## config.mk

```make
export PLATFORM = sky130hd
export DESIGN_NAME = salc_div
export DESIGN_NICKNAME = d
export VERILOG_FILES = /design/src/rtl/salc_pkg.sv /design/src/rtl/salc_div.sv
export SDC_FILE = /design/constraint.sdc
export NUM_CORES = 1
export LEC_CHECK = 0
export BUFFER_PORTS_ARGS = -buffer_cell sky130_fd_sc_hd__buf_4
export CAP_MARGIN = 25
export CORE_ASPECT_RATIO = 0.5
export CORE_MARGIN = 2
export CORE_UTILIZATION = 56
export DETAILED_ROUTE_END_ITERATION = 16
export PLACE_DENSITY_LB_ADDON = 0.3
export SLEW_MARGIN = 20
export SYNTH_ARGS = -nofsm -noshare
export SYNTH_HDL_FRONTEND = slang
export SYNTH_SLANG_ARGS = --single-unit
```

## constraint.sdc

```tcl
create_clock -name clk -period 9.8 [get_ports clk]
set_input_delay 1.47 -clock clk [delete_from_list [all_inputs] [get_ports clk]]
set_output_delay 1.47 -clock clk [all_outputs]
set_load 0.01 [all_outputs]
```

## src/rtl/salc_pkg.sv

```systemverilog
`default_nettype none

package salc_pkg;

  // Width of the address field on the request channel.
  localparam int ADDRESS_W = 48;

  // Width of a way age and of the per-set clock.
  localparam int AGE_W = 8;

  // Dividend bits fed to the reciprocal multiplier per cycle.
  localparam int DIV_CHUNK_W = 16;

endpackage

`default_nettype wire

```

## src/rtl/salc_div.sv

```systemverilog
`default_nettype none

module salc_div import salc_pkg::*; #(
  parameter int DIVIDEND_W = 48,
  parameter int DIVISOR_A  = 64,
  parameter int DIVISOR_B  = 64,
  parameter int REM_W      = 13
) (
  input  wire logic                  clk,
  input  wire logic                  rst,
  input  wire logic                  start,
  input  wire logic                  sel,
  input  wire logic [DIVIDEND_W-1:0] dividend,
  output logic                       done,
  output logic      [DIVIDEND_W-1:0] quotient,
  output logic      [REM_W-1:0]      remainder
);

  localparam int CHUNKS = (DIVIDEND_W + DIV_CHUNK_W - 1) / DIV_CHUNK_W;
  localparam int PAD_W  = CHUNKS * DIV_CHUNK_W;
  localparam int M_W    = PAD_W + 1;
  localparam int SUM_W  = M_W + DIV_CHUNK_W;
  localparam int CNT_W  = $clog2(CHUNKS + 1);
  localparam int L_A    = $clog2(DIVISOR_A);
  localparam int L_B    = $clog2(DIVISOR_B);

  // With m = floor(2^(PAD_W + l) / d) + 1 and 2^(l-1) < d <= 2^l, the top
  // bits of x * m give floor(x / d) exactly for every PAD_W-bit x.
  localparam longint unsigned M_A =
    ((64'd1 << (PAD_W + L_A)) / 64'(DIVISOR_A)) + 64'd1;
  localparam longint unsigned M_B =
    ((64'd1 << (PAD_W + L_B)) / 64'(DIVISOR_B)) + 64'd1;

  logic [PAD_W-1:0]       x;
  logic [REM_W-1:0]       x_low;
  logic                   use_b;
  logic [M_W-1:0]         acc;
  logic [M_W-1:0]         acc_next;
  logic [M_W-1:0]         m_sel;
  logic [REM_W-1:0]       d_sel;
  logic [DIV_CHUNK_W-1:0] chunk;
  logic [SUM_W-1:0]       prod;
  logic [SUM_W-1:0]       sum;
  logic [M_W-1:0]         q_val;
  logic [M_W-1:0]         q;
  logic [REM_W-1:0]       rem;
  logic [CNT_W-1:0]       cnt;
  logic                   busy;

  assign m_sel = use_b ? M_W'(M_B) : M_W'(M_A);
  assign d_sel = use_b ? REM_W'(DIVISOR_B) : REM_W'(DIVISOR_A);
  assign chunk = x[DIV_CHUNK_W-1:0];

  // One dividend chunk per cycle, lowest first. Only the bits that are final
  // are shifted out, so the accumulator stays within the reciprocal's width.
  assign prod     = SUM_W'(chunk) * SUM_W'(m_sel);
  assign sum      = SUM_W'(acc) + prod;
  assign acc_next = M_W'(sum >> DIV_CHUNK_W);
  assign q_val    = use_b ? (acc >> L_B) : (acc >> L_A);

  always_ff @(posedge clk) begin
    if (rst) begin
      busy <= 1'b0;
      done <= 1'b0;
      cnt  <= '0;
    end else begin
      done <= 1'b0;
      if (start) begin
        busy <= 1'b1;
        cnt  <= '0;
      end else if (busy) begin
        cnt <= cnt + CNT_W'(1);
        if (cnt == CNT_W'(CHUNKS)) begin
          busy <= 1'b0;
          done <= 1'b1;
        end
      end
    end
  end

  always_ff @(posedge clk) begin
    if (start) begin
      x     <= PAD_W'(dividend);
      x_low <= REM_W'(dividend);
      use_b <= sel;
      acc   <= '0;
    end else if (busy) begin
      if (cnt != CNT_W'(CHUNKS)) begin
        acc <= acc_next;
        x   <= x >> DIV_CHUNK_W;
      end else begin
        // The remainder is below the divisor, so its low bits are enough.
        q   <= q_val;
        rem <= x_low - REM_W'(q_val) * d_sel;
      end
    end
  end

  assign quotient  = q[DIVIDEND_W-1:0];
  assign remainder = rem;

endmodule

`default_nettype wire
```

==> flow_summary.ini, run 1 <==
[status]
status = complete, no violations

[global_route]
grt.busiest_layer = met2
grt_remaining_overflow = 0
grt_pass1_wl_um = 27400
grt_max_degree = 87
grt_antenna_before_repair = 0
first_global_vias = 5241
grtUsageTotal_pct = 23.0
grt_use_met2_pct = 34.2
met3_usage_pct = 5.95
use_met1_pct = 33.0

[synth]
ys_seq_elements = 170
synthDistinctLibCells = 60
synth_area_um2 = 8150
synth_top_area_cell = edfxtp_1
yosysWarnings = 0
synth-edff-count = 117
syn_inst = 680
synthArstFlopShare_pct = 0
synth.top_cell.area_share_pct = 43.1
avgSynthCellArea_um2 = 12.0
yosysSeqAreaShare_pct = 56.1
synth_ff_type = edfxtp_1
netlist_top_cells_area = edfxtp_1 (43%), dfxtp_1 (13%), ha_1 (8.4%), mux2_2 (4.4%), a21oi_1 (2.9%)

[clocking]
clock_latency_ns = 0.42
cts-htree-levels = 4
clk_pin_slew_worst_paths_ns = 0.07
cts_tree = done
clock_sinks = 170
postCtsResizedCells = 0
cts_buffers = 17
cts_post_setup_buffers_inserted = 0
cts_root_buf = clkbuf_16
hold_buffers = 0
cts_buffer_depth = 2

[timing]
fmax_ghz = 0.262
hold_violations = 0
rsz0062_at_grt = no
finalSetupViolations = 0
tns_ns = 0
layout_min_cycle_time_ns = 3.82
slew_viol_final = 0
clock_skew_ns = 0.0113
worstMarginPinSlew_ns = 0.828
whs_ns = 0.427
max-slew-margin-rel_pct = 44.6
period_share_pct = 39.0

[setup_path]
reg2reg_from = x[9]
required_ns = 10.12
critPathMaxFanout = 19
crit_chain = ha_1 > ha_1 > ha_1 > a21o_1 > a211o_1 > a31oi_1 > and3_1 > nor3_1 > or3_1 > o2111a_1
path_delay_family = simple AND/OR/NAND/NOR gates
slowest_stage = and3_1
critPathMaxStageDelay_ns = 0.68
worstSetupPathType = reg -> reg
arrival_ns = 4.13
worstPathBufferInverterCount = 0
cp.depth = 10
critPathLaunch = x[9]
cp_common_cell = ha_1
start_kind = register
endpoint_kind = register
ff2ff_path_depth = 10

[power_and_ir_drop]
power_density_nw_per_um2 = 174
p_total_mw = 1.68
power.leakage_nw = 3.76
ir_drop_uv = 87.5

[place]
dp.cells = 958
io_buffers = 107
place_area_um2 = 9090
hpwl_um = 12300
place.gp.congestion = 0.906

[route]
ant_nets = 0
vias = 5662
drt_iter0_drc = 489
via_per_inst = 5.71
drcViolationCount = 0
routed_wl_um = 17300
drt-wirelength-per-cell_um = 17.5
dr.pass1.iters = 5

[finish]
multi_input_area_um2 = 3350
layout_commonest_cell = edfxtp_1
fin_cells = 991
finalInstanceArea_um2 = 9670
area_delta_synth_final_pct = 18.7
nNetsFinal = 888
register_area_um2 = 4570
fill_cells = 1057
antennaDiodeCount = 0
drive_above_1_share_pct = 23.7
final_cell_mix = edfxtp_1 (117), buf_4 (111), ha_1 (55)

[die]
rows = 31
dieHeight_um = 89.3
die_area_um2 = 15600
start_util_pct = 56.8
ioPinCount = 114
die_width_um = 175
core_region_area_um2 = 14400

[hold_path]
hp-start = x_low[3]
hold_depth = 0
min_path_type = reg -> reg

[flow_run]
cap_viol_max_count = 0
logic make-up after synthesis:
group,count (synthesis),share of synthesized area (%)
buffers and inverters,56,3.02
flip-flops,170,56.1
AO/OA/AOI/OAI,144,11.0
AND/OR/NAND/NOR,181,12.4
multiplexers,35,4.79
other,1,0.0460
XOR/XNOR,37,3.98
adder cells (fa/ha/maj),56,8.69
final timing paths:
kind	to	slack, ns
worst min register to register	remainder[3]	0.43
worst min-delay path	remainder[3]	0.43
worst max-delay path	acc[28]	5.98
worst max register to register	acc[28]	5.98
report_power, final:
| group | internal (mW) | switching, mW |
|---|---|---|
| clock network | 0.345 | 0.296 |
| registers | 0.815 | 0.0443 |
| logic | 0.0828 | 0.0973 |
per-stage QoR:
step	worst slack, ns	utilization (%)
after floorplan	6.27	-
after global placement	6.08	63.3
after detailed placement	6.01	63.3
after CTS	5.99	67.2
after global routing	5.79	67.4
final	5.98	67.4
flip-flops by register name, indices dropped and copies added (netlist names):
name / count
cnt: 2
busy: 1
acc: 49
x_low: 13
done: 1
q: 43
x: 48
remainder: 13
metal layers:
metal | wire length, um | up-vias | part of all wire, %
li1 | - | 2764 | -
met1 | 8440 | 2661 | 49
met2 | 7360 | 209 | 42
met3 | 1170 | 28 | 6.8
met4 | 350 | 0 | 2.0
met5 | 0 | - | 0
cell usage after synthesis, types with 9 or more instances:
library cell / count
clkbuf_1: 23
and3_1: 9
nand2_1: 26
a31oi_1: 10
a21oi_1: 47
inv_1: 21
ha_1: 55
nand4_1: 13
xnor2_1: 23
nand3_1: 29
edfxtp_1: 117
nor2_1: 23
mux2_2: 32
o21ai_0: 45
dfxtp_1: 53
xor2_1: 14
nor3_1: 18
and2_1: 21
layout make-up:
cell class	count	share of cell area, %
sequential	170	47.3
clock buffer	19	4.68
clock inverter	13	1.14
multi-input combinational	458	34.7
timing repair buffer	112	8.82
tap	198	2.56
inverter	21	0.815
Power figures use the tool's default switching activity.
==> inputs of run 2 (changes only) <==
==> constraint.sdc (replaced) <==
create_clock -name clk -period 3.7 [get_ports clk]
set_input_delay 0.555 -clock clk [delete_from_list [all_inputs] [get_ports clk]]
set_output_delay 0.555 -clock clk [all_outputs]
set_load 0.01 [all_outputs]
==> run 2 against run 1 <==
Register-to-register slack got worse by 5.7 ns; worst setup slack got worse by 5.7 ns; clock skew increased by 0.00068 ns; sequential share of layout area decreased by 0.65 points; design area increased by 1.4%; global-route usage increased by 0.71 points; largest power group unchanged; critical path depth increased by 1; first-iteration DRC count increased by 9.0%.
==> flow_summary.ini, run 2 (synthesis results as in run 1) <==
[timing]
layout_min_cycle_time_ns = 3.46
tns_ns = 0
hold_violations = 0
fmax_ghz = 0.289
worstMarginPinSlew_ns = 0.980
period_share_pct = 93.6
setup_slack_ns = 0.238
max-slew-margin-rel_pct = 34.5
finalSetupViolations = 0
whs_ns = 0.311
slew_viol_final = 0
clock_skew_ns = 0.0120
rsz0062_at_grt = no

[route]
drt_iter0_drc = 533
routed_wl_um = 18000
ant_nets = 0
drt-wirelength-per-cell_um = 18.0
via_per_inst = 5.74
vias = 5735
drcViolationCount = 0
dr.pass1.iters = 5

[clocking]
cts_tree = done
cts_post_setup_buffers_inserted = 0
cts-htree-levels = 4
postCtsResizedCells = 0
clock_sinks = 170
cts_root_buf = clkbuf_16
clk_pin_slew_worst_paths_ns = 0.07
cts_buffer_depth = 2
hold_buffers = 0
cts_buffers = 17
clock_latency_ns = 0.43

[setup_path]
critPathMaxStageDelay_ns = 0.51
required_ns = 3.98
arrival_ns = 3.74
endpoint_kind = register
crit_chain = ha_1 > ha_1 > ha_1 > a21o_1 > a211o_1 > a31oi_1 > and3_2 > buf_4 > nor3_1 > xnor2_1 > a21oi_1
slowest_stage = edfxtp_1
worstSetupPathType = reg -> reg
cp_common_cell = ha_1
critPathMaxFanout = 6
path_delay_family = adder cells
worstPathBufferInverterCount = 1
start_kind = register

[finish]
area_delta_synth_final_pct = 20.3
nNetsFinal = 897
antennaDiodeCount = 0
fin_cells = 1000
layout_commonest_cell = buf_4
regMostFlops = acc
reg_top3 = acc: 49 flops, x: 48 flops, q: 43 flops
fin_util_pct = 68.3
final_cell_mix = buf_4 (121), edfxtp_1 (117), ha_1 (55)
largest_reg_flops = 49
finalInstanceArea_um2 = 9800
drive_above_1_share_pct = 24.9
fill_cells = 1090

[die]
die_width_um = 175
start_util_pct = 56.8
ioPinCount = 114
rows = 31
dieHeight_um = 89.3
die_area_um2 = 15600
core_region_area_um2 = 14400

[power_and_ir_drop]
power.leakage_nw = 3.84
power_density_nw_per_um2 = 476
p_total_mw = 4.67
ir_drop_uv = 297

[flow_run]
cap_viol_max_count = 0

[status]
status = complete, no violations

[place]
place_area_um2 = 9160
pre_cts_ws_ns = 0.216
place.gp.congestion = 0.874
io_buffers = 107
hpwl_um = 12700
dp.cells = 968

[hold_path]
min_path_type = in -> reg

[global_route]
grt_max_degree = 86
first_global_vias = 5346
grt_remaining_overflow = 0
grt_antenna_before_repair = 0
grtUsageTotal_pct = 23.7
grt_pass1_wl_um = 28000
==> run 2: final timing paths <==
| check | depth (start not counted) | slack (ns) | startpoint | endpoint |
|---|---|---|---|---|
| worst min register to register | 0 | 0.42 | x_low[0] | remainder[0] |
| worst max-delay path | 11 | 0.24 | x[9] | acc[10] |
| worst max register to register | 11 | 0.24 | x[9] | acc[10] |
| worst min-delay path | 1 | 0.31 | dividend[11] | x_low[11] |
==> run 2: final cells by class <==
cell class	instances	area, um2	area share (%)
Clock inverter	14	180	1.84
Clock buffer	18	450	4.59
Timing Repair Buffer	121	908	9.26
Multi-Input combinational cell	458	3360	34.3
Tap cell	198	248	2.53
Inverter	21	78.8	0.804
Sequential cell	170	4570	46.7
==> run 2: routing by layer <==
layer / GRT usage (%) / vias up / wire (um) / part of all wire (%)
met1: 32.9 / 2673 / 8280 / 46
li1: - / 2783 / - / -
met5: 0 / - / 0 / 0
met4: 9.09 / 0 / 391 / 2.2
met2: 36.3 / 250 / 7800 / 43
met3: 6.25 / 29 / 1480 / 8.2
==> run 2: report_power, final <==
part           total [mW]  switching [mW]  leakage [nW]  internal, mW
combinational       0.498           0.271          1.95         0.227
sequential           2.28           0.117          1.58          2.16
clock                1.90           0.777         0.311          1.12
total                4.67            1.16          3.84          3.51
